$ cat src/rtl/core/phr_pkg.sv
// ----------------------------------------------------------------------------
// phr_pkg
// Shared types and constants of the pixel hue rotator.
// ----------------------------------------------------------------------------
package phr_pkg;

    localparam int FRAC_BITS_DEF = 16;
    localparam int SHIFT_W       = 9;
    localparam int DEG_TURN      = 360;

    typedef struct packed {
        logic [7:0] red_in;
        logic [7:0] green_in;
        logic [7:0] blue_in;
    } pixel_in_t;

    typedef struct packed {
        logic [7:0] red_out;
        logic [7:0] green_out;
        logic [7:0] blue_out;
    } pixel_out_t;

    typedef struct packed {
        pixel_in_t  pix;
        logic [7:0] vmax;
        logic       bypass;
        logic [2:0] sext_base;
        logic       neg;
    } prep_t;

endpackage

$ cat src/rtl/core/pixel_hue_rotate.sv
// ----------------------------------------------------------------------------
// pixel_hue_rotate
// Rotates the hue of an 8-bit RGB pixel stream by a configured angle.
// ----------------------------------------------------------------------------
// Pixels arrive on pix with pix_valid; a transfer happens at a clock edge
// where pix_valid is high and pix_stall is low. Results leave on res with
// res_valid, and a transfer completes where res_valid is high and
// res_stall is low.
// The hue shift in degrees is written through cfg_we and cfg_data; the user
// must write it only while the stream is idle, which the block itself does
// not enforce. Values of 360 and above wrap around the circle. The pipeline
// has one preparation stage, one divider stage per quotient bit, a hue stage
// and two multiplier stages that end in the output register. Throughput is
// one pixel per clock unless the receiver stalls. The whole pipeline
// advances together, so when the receiver stalls a valid result, every
// stage holds and pix_stall goes high in the same cycle; nothing is dropped
// or repeated. Reset clears all valid bits and sets the hue shift to zero.
// ----------------------------------------------------------------------------
module pixel_hue_rotate #(
    parameter int FRAC_BITS = phr_pkg::FRAC_BITS_DEF
) (
    input  logic                          clk,
    input  logic                          rst_n,
    input  logic                          pix_valid,
    output logic                          pix_stall,
    input  phr_pkg::pixel_in_t            pix,
    output logic                          res_valid,
    input  logic                          res_stall,
    output phr_pkg::pixel_out_t           res,
    input  logic                          cfg_we,
    input  logic [phr_pkg::SHIFT_W-1:0]   cfg_data
);
    import phr_pkg::*;

    localparam int SIDE_W = $bits(prep_t) + FRAC_BITS + 3;

    logic                 en;
    logic [SHIFT_W-1:0]   hue_shift_reg;

    logic                 prep_valid;
    prep_t                prep_side;
    logic [FRAC_BITS+2:0] prep_sh;
    logic [7:0]           snum, sden, hnum, hden;

    logic                 div_valid;
    logic [SIDE_W-1:0]    div_side;
    logic [FRAC_BITS:0]   sq, hq;
    logic                 hrem_nz;
    prep_t                div_prep;
    logic [FRAC_BITS+2:0] div_sh;

    logic                 hsv_valid;
    prep_t                hsv_side;
    logic [FRAC_BITS-1:0] sat, ff;
    logic [2:0]           sext;

    assign en        = !(res_valid && res_stall);
    assign pix_stall = !en;

    always_ff @(posedge clk or negedge rst_n)
    begin
        if (!rst_n)
        begin
            hue_shift_reg <= '0;
        end
        else if (cfg_we)
        begin
            hue_shift_reg <= cfg_data;
        end
    end

    phr_prep #(.FRAC_BITS(FRAC_BITS)) u_prep (
        .clk       (clk),
        .rst_n     (rst_n),
        .en        (en),
        .in_valid  (pix_valid),
        .pix       (pix),
        .hue_shift (hue_shift_reg),
        .out_valid (prep_valid),
        .side      (prep_side),
        .sh        (prep_sh),
        .snum      (snum),
        .sden      (sden),
        .hnum      (hnum),
        .hden      (hden)
    );

    phr_div #(.FRAC_BITS(FRAC_BITS), .SIDE_W(SIDE_W)) u_div (
        .clk       (clk),
        .rst_n     (rst_n),
        .en        (en),
        .in_valid  (prep_valid),
        .side_in   ({prep_side, prep_sh}),
        .snum      (snum),
        .sden      (sden),
        .hnum      (hnum),
        .hden      (hden),
        .out_valid (div_valid),
        .side_out  (div_side),
        .sq        (sq),
        .hq        (hq),
        .hrem_nz   (hrem_nz)
    );

    assign div_prep = div_side[SIDE_W-1:FRAC_BITS+3];
    assign div_sh   = div_side[FRAC_BITS+2:0];

    phr_hsv #(.FRAC_BITS(FRAC_BITS)) u_hsv (
        .clk       (clk),
        .rst_n     (rst_n),
        .en        (en),
        .in_valid  (div_valid),
        .side      (div_prep),
        .sh        (div_sh),
        .sq        (sq),
        .hq        (hq),
        .hrem_nz   (hrem_nz),
        .out_valid (hsv_valid),
        .side_out  (hsv_side),
        .sat       (sat),
        .sext      (sext),
        .ff        (ff)
    );

    phr_rebuild #(.FRAC_BITS(FRAC_BITS)) u_rebuild (
        .clk       (clk),
        .rst_n     (rst_n),
        .en        (en),
        .in_valid  (hsv_valid),
        .side      (hsv_side),
        .sat       (sat),
        .sext      (sext),
        .ff        (ff),
        .out_valid (res_valid),
        .res       (res)
    );

endmodule

$ cat src/rtl/core/phr_prep.sv
// ----------------------------------------------------------------------------
// phr_prep
// First stage: channel maximum and minimum, hue sector, divider operands
// and the hue shift in sextant units.
// ----------------------------------------------------------------------------
module phr_prep #(
    parameter int FRAC_BITS = phr_pkg::FRAC_BITS_DEF
) (
    input  logic                              clk,
    input  logic                              rst_n,
    input  logic                              en,
    input  logic                              in_valid,
    input  phr_pkg::pixel_in_t                pix,
    input  logic [phr_pkg::SHIFT_W-1:0]       hue_shift,
    output logic                              out_valid,
    output phr_pkg::prep_t                    side,
    output logic [FRAC_BITS+2:0]              sh,
    output logic [7:0]                        snum,
    output logic [7:0]                        sden,
    output logic [7:0]                        hnum,
    output logic [7:0]                        hden
);
    import phr_pkg::*;

    logic [7:0]           r, g, b, mx, mn, delta, mag;
    logic [8:0]           diff;
    logic [2:0]           base;
    logic [SHIFT_W-1:0]   hs;
    logic [19:0]          prod;
    logic [2:0]           turns;
    logic [5:0]           rest;
    logic [FRAC_BITS-1:0] shf_tab [64];

    logic                 valid_reg;
    prep_t                side_reg;
    logic [FRAC_BITS+2:0] sh_reg;
    logic [7:0]           hnum_reg;
    logic [7:0]           snum_reg;

    for (genvar i = 0; i < 64; i++) begin : g_tab
        if (i < 60) begin : g_val
            assign shf_tab[i] = FRAC_BITS'((longint'(i) << FRAC_BITS) / 60);
        end else begin : g_pad
            assign shf_tab[i] = '0;
        end
    end

    always_comb
    begin
        r = pix.red_in;
        g = pix.green_in;
        b = pix.blue_in;
        mx = (r >= g) ? r : g;
        mx = (mx >= b) ? mx : b;
        mn = (r <= g) ? r : g;
        mn = (mn <= b) ? mn : b;
        delta = mx - mn;
        if (r == mx)
        begin
            base = 3'd0;
            diff = {1'b0, g} - {1'b0, b};
        end
        else if (g == mx)
        begin
            base = 3'd2;
            diff = {1'b0, b} - {1'b0, r};
        end
        else
        begin
            base = 3'd4;
            diff = {1'b0, r} - {1'b0, g};
        end
        mag = diff[8] ? 8'(-diff) : diff[7:0];

        hs    = (hue_shift >= SHIFT_W'(DEG_TURN)) ? hue_shift - SHIFT_W'(DEG_TURN) : hue_shift;
        prod  = 20'(hs) * 20'd1093;
        turns = prod[18:16];
        rest  = 6'(hs - SHIFT_W'(turns) * SHIFT_W'(60));
    end

    always_ff @(posedge clk or negedge rst_n)
    begin
        if (!rst_n)
        begin
            valid_reg <= 1'b0;
        end
        else if (en)
        begin
            valid_reg <= in_valid;
        end
    end

    always_ff @(posedge clk)
    begin
        if (en)
        begin
            side_reg.pix       <= pix;
            side_reg.vmax      <= mx;
            side_reg.bypass    <= (delta == 8'd0);
            side_reg.sext_base <= base;
            side_reg.neg       <= diff[8];
            sh_reg             <= {turns, shf_tab[rest]};
            hnum_reg           <= mag;
            snum_reg           <= delta;
        end
    end

    assign out_valid = valid_reg;
    assign side      = side_reg;
    assign sh        = sh_reg;
    assign snum      = snum_reg;
    assign sden      = side_reg.vmax;
    assign hnum      = hnum_reg;
    assign hden      = snum_reg;

endmodule

$ cat src/rtl/core/phr_div.sv
// ----------------------------------------------------------------------------
// phr_div
// Pipelined restoring divider pair, one quotient bit per stage, for the
// saturation and the hue fraction.
// ----------------------------------------------------------------------------
module phr_div #(
    parameter int FRAC_BITS = phr_pkg::FRAC_BITS_DEF,
    parameter int SIDE_W    = 1
) (
    input  logic                 clk,
    input  logic                 rst_n,
    input  logic                 en,
    input  logic                 in_valid,
    input  logic [SIDE_W-1:0]    side_in,
    input  logic [7:0]           snum,
    input  logic [7:0]           sden,
    input  logic [7:0]           hnum,
    input  logic [7:0]           hden,
    output logic                 out_valid,
    output logic [SIDE_W-1:0]    side_out,
    output logic [FRAC_BITS:0]   sq,
    output logic [FRAC_BITS:0]   hq,
    output logic                 hrem_nz
);
    import phr_pkg::*;

    localparam int STAGES = FRAC_BITS + 1;

    logic                 v_reg    [STAGES];
    logic [SIDE_W-1:0]    side_reg [STAGES];
    logic [7:0]           srem_reg [STAGES];
    logic [7:0]           hrem_reg [STAGES];
    logic [7:0]           sden_reg [STAGES];
    logic [7:0]           hden_reg [STAGES];
    logic [FRAC_BITS:0]   sq_reg   [STAGES];
    logic [FRAC_BITS:0]   hq_reg   [STAGES];

    function automatic logic [8:0] div_step(input logic [7:0] rem, input logic [7:0] den,
                                            input logic first);
        logic [8:0] trial;
        logic [8:0] res;
        trial = first ? {1'b0, rem} : {rem, 1'b0};
        if (trial >= {1'b0, den})
        begin
            res = {1'b1, 8'(trial - {1'b0, den})};
        end
        else
        begin
            res = {1'b0, trial[7:0]};
        end
        return res;
    endfunction

    for (genvar k = 0; k < STAGES; k++) begin : g_st
        logic               v_prev;
        logic [SIDE_W-1:0]  side_prev;
        logic [7:0]         srem_prev, hrem_prev, sden_prev, hden_prev;
        logic [FRAC_BITS:0] sq_prev, hq_prev;
        logic [8:0]         s_res, h_res;

        if (k == 0) begin : g_first
            assign v_prev    = in_valid;
            assign side_prev = side_in;
            assign srem_prev = snum;
            assign hrem_prev = hnum;
            assign sden_prev = sden;
            assign hden_prev = hden;
            assign sq_prev   = '0;
            assign hq_prev   = '0;
        end else begin : g_next
            assign v_prev    = v_reg[k-1];
            assign side_prev = side_reg[k-1];
            assign srem_prev = srem_reg[k-1];
            assign hrem_prev = hrem_reg[k-1];
            assign sden_prev = sden_reg[k-1];
            assign hden_prev = hden_reg[k-1];
            assign sq_prev   = sq_reg[k-1];
            assign hq_prev   = hq_reg[k-1];
        end

        assign s_res = div_step(srem_prev, sden_prev, (k == 0));
        assign h_res = div_step(hrem_prev, hden_prev, (k == 0));

        always_ff @(posedge clk or negedge rst_n)
        begin
            if (!rst_n)
            begin
                v_reg[k] <= 1'b0;
            end
            else if (en)
            begin
                v_reg[k] <= v_prev;
            end
        end

        always_ff @(posedge clk)
        begin
            if (en)
            begin
                side_reg[k] <= side_prev;
                srem_reg[k] <= s_res[7:0];
                hrem_reg[k] <= h_res[7:0];
                sden_reg[k] <= sden_prev;
                hden_reg[k] <= hden_prev;
                sq_reg[k]   <= {sq_prev[FRAC_BITS-1:0], s_res[8]};
                hq_reg[k]   <= {hq_prev[FRAC_BITS-1:0], h_res[8]};
            end
        end
    end

    assign out_valid = v_reg[STAGES-1];
    assign side_out  = side_reg[STAGES-1];
    assign sq        = sq_reg[STAGES-1];
    assign hq        = hq_reg[STAGES-1];
    assign hrem_nz   = (hrem_reg[STAGES-1] != 8'd0);

endmodule

$ cat src/rtl/core/phr_hsv.sv
// ----------------------------------------------------------------------------
// phr_hsv
// Forms the clamped saturation and the shifted hue, wrapped to one turn.
// ----------------------------------------------------------------------------
module phr_hsv #(
    parameter int FRAC_BITS = phr_pkg::FRAC_BITS_DEF
) (
    input  logic                  clk,
    input  logic                  rst_n,
    input  logic                  en,
    input  logic                  in_valid,
    input  phr_pkg::prep_t        side,
    input  logic [FRAC_BITS+2:0]  sh,
    input  logic [FRAC_BITS:0]    sq,
    input  logic [FRAC_BITS:0]    hq,
    input  logic                  hrem_nz,
    output logic                  out_valid,
    output phr_pkg::prep_t        side_out,
    output logic [FRAC_BITS-1:0]  sat,
    output logic [2:0]            sext,
    output logic [FRAC_BITS-1:0]  ff
);
    import phr_pkg::*;

    localparam int HW = FRAC_BITS + 5;
    localparam logic signed [HW-1:0] TURN = HW'(6) <<< FRAC_BITS;

    logic signed [HW-1:0] base_v, frac_v, sh_v, hue, hue_w;
    logic [FRAC_BITS-1:0] sat_c;

    logic                 valid_reg;
    prep_t                side_reg;
    logic [FRAC_BITS-1:0] sat_reg, ff_reg;
    logic [2:0]           sext_reg;

    always_comb
    begin
        sat_c  = sq[FRAC_BITS] ? {FRAC_BITS{1'b1}} : sq[FRAC_BITS-1:0];
        base_v = $signed(HW'(side.sext_base) << FRAC_BITS);
        frac_v = $signed(HW'(hq) + HW'(hrem_nz && side.neg));
        if (side.neg)
        begin
            frac_v = -frac_v;
        end
        sh_v  = $signed(HW'(sh));
        hue   = base_v + frac_v + sh_v;
        hue_w = hue;
        if (hue < 0)
        begin
            hue_w = hue + TURN;
        end
        else if (hue >= TURN)
        begin
            hue_w = hue - TURN;
        end
    end

    always_ff @(posedge clk or negedge rst_n)
    begin
        if (!rst_n)
        begin
            valid_reg <= 1'b0;
        end
        else if (en)
        begin
            valid_reg <= in_valid;
        end
    end

    always_ff @(posedge clk)
    begin
        if (en)
        begin
            side_reg <= side;
            sat_reg  <= sat_c;
            sext_reg <= hue_w[FRAC_BITS+2:FRAC_BITS];
            ff_reg   <= hue_w[FRAC_BITS-1:0];
        end
    end

    assign out_valid = valid_reg;
    assign side_out  = side_reg;
    assign sat       = sat_reg;
    assign sext      = sext_reg;
    assign ff        = ff_reg;

endmodule

$ cat src/rtl/core/phr_rebuild.sv
// ----------------------------------------------------------------------------
// phr_rebuild
// Computes p, q and t over two multiplier stages and selects the output
// channels by hue sextant into the output register; grey pixels pass through unchanged.
// ----------------------------------------------------------------------------
module phr_rebuild #(
    parameter int FRAC_BITS = phr_pkg::FRAC_BITS_DEF
) (
    input  logic                  clk,
    input  logic                  rst_n,
    input  logic                  en,
    input  logic                  in_valid,
    input  phr_pkg::prep_t        side,
    input  logic [FRAC_BITS-1:0]  sat,
    input  logic [2:0]            sext,
    input  logic [FRAC_BITS-1:0]  ff,
    output logic                  out_valid,
    output phr_pkg::pixel_out_t   res
);
    import phr_pkg::*;

    localparam int PW = 2 * FRAC_BITS + 1;
    localparam int MW = FRAC_BITS + 9;
    localparam logic [FRAC_BITS:0] ONE = {1'b1, {FRAC_BITS{1'b0}}};

    logic [PW-1:0]        sf_prod, st_prod;
    logic [MW-1:0]        p_prod, q_prod, t_prod;
    logic [7:0]           q_c, t_c;
    pixel_out_t           res_next;

    logic                 v1_reg;
    prep_t                side1_reg;
    logic [2:0]           sext1_reg;
    logic [FRAC_BITS-1:0] sf_reg, st_reg;
    logic [7:0]           p_reg;
    logic                 v2_reg;
    pixel_out_t           res_reg;

    always_comb
    begin
        sf_prod = PW'(sat) * PW'(ff);
        st_prod = PW'(sat) * PW'(ONE - {1'b0, ff});
        p_prod  = MW'(side.vmax) * MW'(ONE - {1'b0, sat});
    end

    always_comb
    begin
        q_prod = MW'(side1_reg.vmax) * MW'(ONE - {1'b0, sf_reg});
        t_prod = MW'(side1_reg.vmax) * MW'(ONE - {1'b0, st_reg});
        q_c    = q_prod[FRAC_BITS+7:FRAC_BITS];
        t_c    = t_prod[FRAC_BITS+7:FRAC_BITS];
        case (sext1_reg)
            3'd0:    res_next = '{side1_reg.vmax, t_c, p_reg};
            3'd1:    res_next = '{q_c, side1_reg.vmax, p_reg};
            3'd2:    res_next = '{p_reg, side1_reg.vmax, t_c};
            3'd3:    res_next = '{p_reg, q_c, side1_reg.vmax};
            3'd4:    res_next = '{t_c, p_reg, side1_reg.vmax};
            default: res_next = '{side1_reg.vmax, p_reg, q_c};
        endcase
        if (side1_reg.bypass)
        begin
            res_next = '{side1_reg.pix.red_in, side1_reg.pix.green_in, side1_reg.pix.blue_in};
        end
    end

    always_ff @(posedge clk or negedge rst_n)
    begin
        if (!rst_n)
        begin
            v1_reg <= 1'b0;
            v2_reg <= 1'b0;
        end
        else if (en)
        begin
            v1_reg <= in_valid;
            v2_reg <= v1_reg;
        end
    end

    always_ff @(posedge clk)
    begin
        if (en)
        begin
            side1_reg <= side;
            sext1_reg <= sext;
            sf_reg    <= sf_prod[2*FRAC_BITS-1:FRAC_BITS];
            st_reg    <= st_prod[2*FRAC_BITS-1:FRAC_BITS];
            p_reg     <= p_prod[FRAC_BITS+7:FRAC_BITS];
            res_reg   <= res_next;
        end
    end

    assign out_valid = v2_reg;
    assign res       = res_reg;

endmodule
$ cat config.mk
export PLATFORM = sky130hd
export DESIGN_NAME = pixel_hue_rotate
export DESIGN_NICKNAME = d
export VERILOG_FILES = /design/src/rtl/core/phr_pkg.sv /design/src/rtl/core/pixel_hue_rotate.sv /design/src/rtl/core/phr_prep.sv /design/src/rtl/core/phr_div.sv /design/src/rtl/core/phr_hsv.sv /design/src/rtl/core/phr_rebuild.sv
export SDC_FILE = /design/constraint.sdc
export NUM_CORES = 2
export LEC_CHECK = 0
export BUFFER_PORTS_ARGS = -buffer_cell sky130_fd_sc_hd__buf_2
export CAP_MARGIN = 20
export CORE_UTILIZATION = 35
export DETAILED_ROUTE_END_ITERATION = 7
export PLACE_DENSITY = 0.48
export SLEW_MARGIN = 40
export SYNTH_ARGS = -nofsm -noshare
export SYNTH_HDL_FRONTEND = slang
export SYNTH_SLANG_ARGS = --single-unit
$ cat constraint.sdc
create_clock -name clk -period 70.2 [get_ports clk]
set_input_delay 14.04 -clock clk [delete_from_list [all_inputs] [get_ports clk]]
set_output_delay 14.04 -clock clk [all_outputs]
set_load 0.05 [all_outputs]
# Word level (Yosys, flattened, before mapping)
# Memories as Yosys holds them, arrays and structs flattened. A register that Yosys moved wholly into a read port is not among the register bits.
# Cells that the tools add are included.
# classes
add_sub_neg	51
n_mul	7
div_mod_pow	0
magnitude_cmp	42
n_eq_ne	6
n_shift	0
n_mux	51
n_bitwise	1
n_reduce_logical	6
# ops
operator	count
9-bit two-way mux	37
9-bit by 8-bit greater-or-equal comparator with 1-bit output	32
8-bit subtractor	35
24-bit case mux with 5 select lines	1
8-bit by 25-bit multiplier with 24-bit output	3
17-bit by 16-bit subtractor with 18-bit output (first input constant)	4
8-bit two-way mux	5
19-bit two-way mux	2
16-bit by 33-bit multiplier with 32-bit output	1
8-bit greater-or-equal comparator	4
16-bit by 16-bit multiplier with 32-bit output	1
16-bit two-way mux	2
8-bit by 8-bit subtractor with 9-bit output	3
24-bit two-way mux	1
20-bit by 21-bit adder with 21-bit output	1
21-bit by 20-bit adder with 21-bit output	1
21-bit by 20-bit greater-or-equal comparator with 1-bit output (second input constant)	1
21-bit by 1-bit < comparator with 1-bit output (second input constant)	1
21-bit two-way mux	1
21-bit negator	1
19-bit by 18-bit adder with 19-bit output (second input constant)	1
9-bit by 11-bit multiplier with 19-bit output (second input constant)	1
19-bit by 18-bit subtractor with 19-bit output (second input constant)	1
17-bit by 1-bit adder with 18-bit output	1
other kinds (19)	23
# totals
register_bits	270
latch_bits	0
mem_bits_rw	2074
rom_bits	1024
word_cells	224
mem_count	8
# memory_table
name	words	word_bits	read_ports	rd_clocked_by_memory_dff	wr	line	source
(name not given)	64	16	1	1	0	phr_prep.sv:102	sh_reg <= {turns, shf_tab[rest]};
u_div.side_reg	17	56	17	0	17	phr_div.sv:30	logic [SIDE_W-1:0] side_reg [STAGES];
u_div.hq_reg	17	17	17	0	17	phr_div.sv:36	logic [FRAC_BITS:0] hq_reg [STAGES];
u_div.sq_reg	17	17	17	0	17	phr_div.sv:35	logic [FRAC_BITS:0] sq_reg [STAGES];
u_div.hden_reg	17	8	16	0	17	phr_div.sv:34	logic [7:0] hden_reg [STAGES];
u_div.hrem_reg	17	8	17	0	17	phr_div.sv:32	logic [7:0] hrem_reg [STAGES];
+2 memories	-	-	-	-	-	-	

# Depth between registers and ports, before layout
# An unclocked memory read counts as a cell.
# logic_depth
depth_word	11
ltp_mapped	38
ltp_nobuf	37

# Cells and area by module
# From an unflattened synthesis, not the netlist that was laid out.
# hier_totals
hier_cells	8785
hier_area_um2	114394.7
# by_module_without_submodules
module	instances	cells_each	area_each_um2	seq_area_each_um2
phr_div	1	3952	69431.6	53816.6
phr_rebuild	1	3757	33654.8	3052.9
phr_prep	1	642	6254.7	1856.8
phr_hsv	1	413	4672.0	2187.1
pixel_hue_rotate	1	21	381.6	225.2

# Worst setup path before layout
# No wires, ideal clock.
# synth_path
path_type	input port to output port
from	input res_stall
to	output pix_stall
t_arrival_ns	74.042
required_ns	56.160
setup_slack_ns	-17.882
stages	3
cell_sequence	nand2_1 -> buf_1 -> inv_1
# synth_between
elab_chain_cells	1
# synth_rtl
item	line	source
start: declaration	pixel_hue_rotate.sv:28	input logic res_stall,
1-bit logical AND	pixel_hue_rotate.sv:57	assign en = !(res_valid && res_stall);
end: declaration	pixel_hue_rotate.sv:25	output logic pix_stall,
# Every way passes these cells.

# Worst setup path in the final report
# Same ends and word-level chain as after synthesis.

==> impl_metrics.csv <==
group,metric,value,unit
routing,final_antenna_net_count,0,
global_routing,globalRouteOverflowTotal,0,
yosys,yosys.area.top_type,"edfxtp_1",
critical_path,cpMostUsedCell,"buf_2",
routing,drc,3,
global_routing,grt_max_degree,163,
clock_network,holdBufCountCts,0,
place,portBuffers,63,
clock_network,cts_tree,"built",
clock_network,post_cts_buffers,0,
final_layout,final_area,0.112,sq mm
yosys,ys_seq_area_frac,0.514,
place,place_area,0.105,sq mm
final_layout,largest_reg_flops,638,
yosys,async_reset_ff_frac,0.0174,
flow_run,cap_violations,0,
critical_path,critical_path_required,56.16,ns
routing,vias,57000,
clock_network,root_buffer,"clkbuf_16",
yosys,synth-seq-cells,1722,
yosys,ys_warn_count,0,
worst_hold_path,min_path_type,"reg -> reg",
yosys,yosys-top-cells-area,"edfxtp_1, fa_1, ha_1",
timing,tns,0,ns
die,die-area,0.289,sq mm
global_routing,grt_pass1_vias,59300,
timing,worst_pin_slew,0.854,ns
timing,final-hold-violation-count,0,
place,placed_cells,11800,
final_layout,fin_nets,9692,
routing,firstDrtPassIters,8,
clock_network,clk_pin_slew,0.06,ns
critical_path,critPathLaunchType,"primary input",
yosys,synth_edf_count,1692,
yosys,avgSynthCellArea,12.4,sq um
yosys,mappedNetlistNets,9591,
clock_network,clock_sinks,1722,
clock_network,cts_htree_levels,4,
routing,finalWirelength,194000,um
critical_path,cp_top_family,"buffers and inverters",
critical_path,end_kind,"primary output",
clock_network,clock_path_buffers,3,
global_routing,track_usage,0.135,
yosys,yosys.area.top_type_share,0.506,
place,gp_congestion,0.819,
yosys,ys_types,87,
timing,slew_violations,0,
die,ios,64,
critical_path,crit_fanout,2,
yosys,synth_ff_type,"edfxtp_1",
status,violations,"DRC",
timing,whs,0.385,ns
yosys,synthCells,8113,
die,die_w,538,um
die,initial_core_util,0.352,
timing,rsz0062_at_grt,"false",
die,die_height,538,um
final_layout,area_growth,11.5,%
critical_path,slowest_delay,0.27,ns
timing,relSlewSlack,0.429,
clock_network,numCtsBuffers,191,
critical_path,path_class,"in -> out",
critical_path,path_cells,"buf_2 > nand2_4 > inv_1 > buf_2",
yosys,synthesis.area,0.100,sq mm
routing,viasPerCell,4.70,
final_layout,finalNonFillerCells,12100,
clock_network,worst_skew_pair.late_latency,0.84,ns
timing,timing.final.crit_share,0.409,
timing,setup-violations-final,0,
place,dpl.hpwl,137000,um
routing,wl_per_cell,16.0,um
critical_path,cp.arrival,14.67,ns
critical_path,cp.buffers_inverters,3,
clock_network,postCtsResizedCells,0,
critical_path,crit_path_top_delay_cell,"buf_2",
global_routing,grt_first_pass_wirelength,313000,um
timing,min_period,28.71,ns
timing,clock_skew,0.0584,ns
timing,max_freq,34.8,MHz
die,row_count,196,
status,status,"complete, but fails checks",
die,core-area,0.285,sq mm
global_routing,antenna_found_initial,2,
final_layout,drive_gt1_frac,0.0650,
routing,drt_iter0_markers,2997,
-- path summary, 6_finish.rpt --
check                                                    from                             end  slack [ns]  cells after the start
worst max register to register          u_hsv.ff[3]$_DFFE_PN_  u_rebuild.st_reg[15]$_DFFE_PN_       61.04                     28
max in group asynchronous                               rst_n    hue_shift_reg[2]$_DFFE_PN0P_       56.53                      1
worst max-delay path                                res_stall                       pix_stall       41.49                      4
worst min register to register  u_div.sq_reg[2][21]$_DFFE_PN_    u_div.sq_reg[3][5]$_DFFE_PN_        0.38                      0
worst min-delay path            u_div.sq_reg[2][21]$_DFFE_PN_    u_div.sq_reg[3][5]$_DFFE_PN_        0.38                      0
min in group asynchronous                               rst_n    hue_shift_reg[5]$_DFFE_PN0P_       13.23                      1
-- stage by stage --
stage | setup WS [ns] | util
floorplan | 13.41 | -
global placement | 41.40 | 0.369
detailed placement | 41.40 | 0.370
CTS | 41.40 | 0.392
global route | 41.42 | 0.392
finish | 41.49 | 0.392
-- routing by layer --
metal	vias to the layer above	routed length, um	GRT usage
li1	27600	-	-
met1	28300	86800	0.173
met2	814	96700	0.236
met3	295	6420	0.0189
met4	0	4400	0.0380
met5	-	0	0
-- cell usage in the layout (no fill, tap or decap), types with 22 or more instances in the layout --
cell,synthesis,final
nand4_1,46,46
dfrtp_1,30,30
o21a_1,27,26
o211a_1,32,32
nor2b_1,107,77
buf_2,6,63
ha_1,729,729
or4_1,40,40
xnor2_1,196,175
nor3_1,52,52
nor2b_2,0,30
and3_1,47,47
nand2_1,856,855
xor2_1,129,124
nand2b_1,42,42
nand3_1,72,72
inv_1,1319,1319
edfxtp_1,1692,1692
clkinv_1,1,43
a21o_1,85,85
mux2i_1,55,55
clkbuf_1,209,39
mux2_2,33,33
fa_1,711,711
clkinv_2,0,31
a21oi_1,179,179
a21boi_0,57,57
a211oi_1,23,23
and2_1,373,373
o21bai_1,28,28
or2_2,22,22
buf_4,3,58
clkbuf_16,0,191
o21ai_0,382,381
o31ai_1,69,69
nor2_1,261,261
-- Yosys cell counts, drive strengths merged (54+ instances only) --
cell type and count:
mux2i 55, inv 1320, nand2 856, fa 711
edfxtp 1692, nor2b 107, and2 378, nor3 54
nand3 72, a21boi 57, xnor2 196, a21oi 180
o21ai 387, o31ai 69, clkbuf 209, xor2 129
nor2 262, ha 729, a21o 86
-- final cells by class --
class / count / area [sq um]
Antenna cell: 1 / 2.50
Clock buffer: 230 / 4930
Clock inverter: 119 / 1330
Fill cell: 26900 / 173000
Inverter: 1321 / 4960
Multi-Input combinational cell: 4838 / 43400
Sequential cell: 1722 / 51600
Tap cell: 3762 / 4710
Timing Repair Buffer: 140 / 1050
-- cells by family after synthesis --
kind of cell             synth area share
flip-flops                          0.514
XOR/XNOR                           0.0284
adder cells (fa/ha/maj)             0.233
AND/OR/NAND/NOR                    0.0952
multiplexers                      0.00941
buffers and inverters              0.0582
AO/OA/AOI/OAI                      0.0626
Power is left out: the tool's default activity adds up to more than one toggle a clock period on the data nets, which glitch-free logic cannot reach.
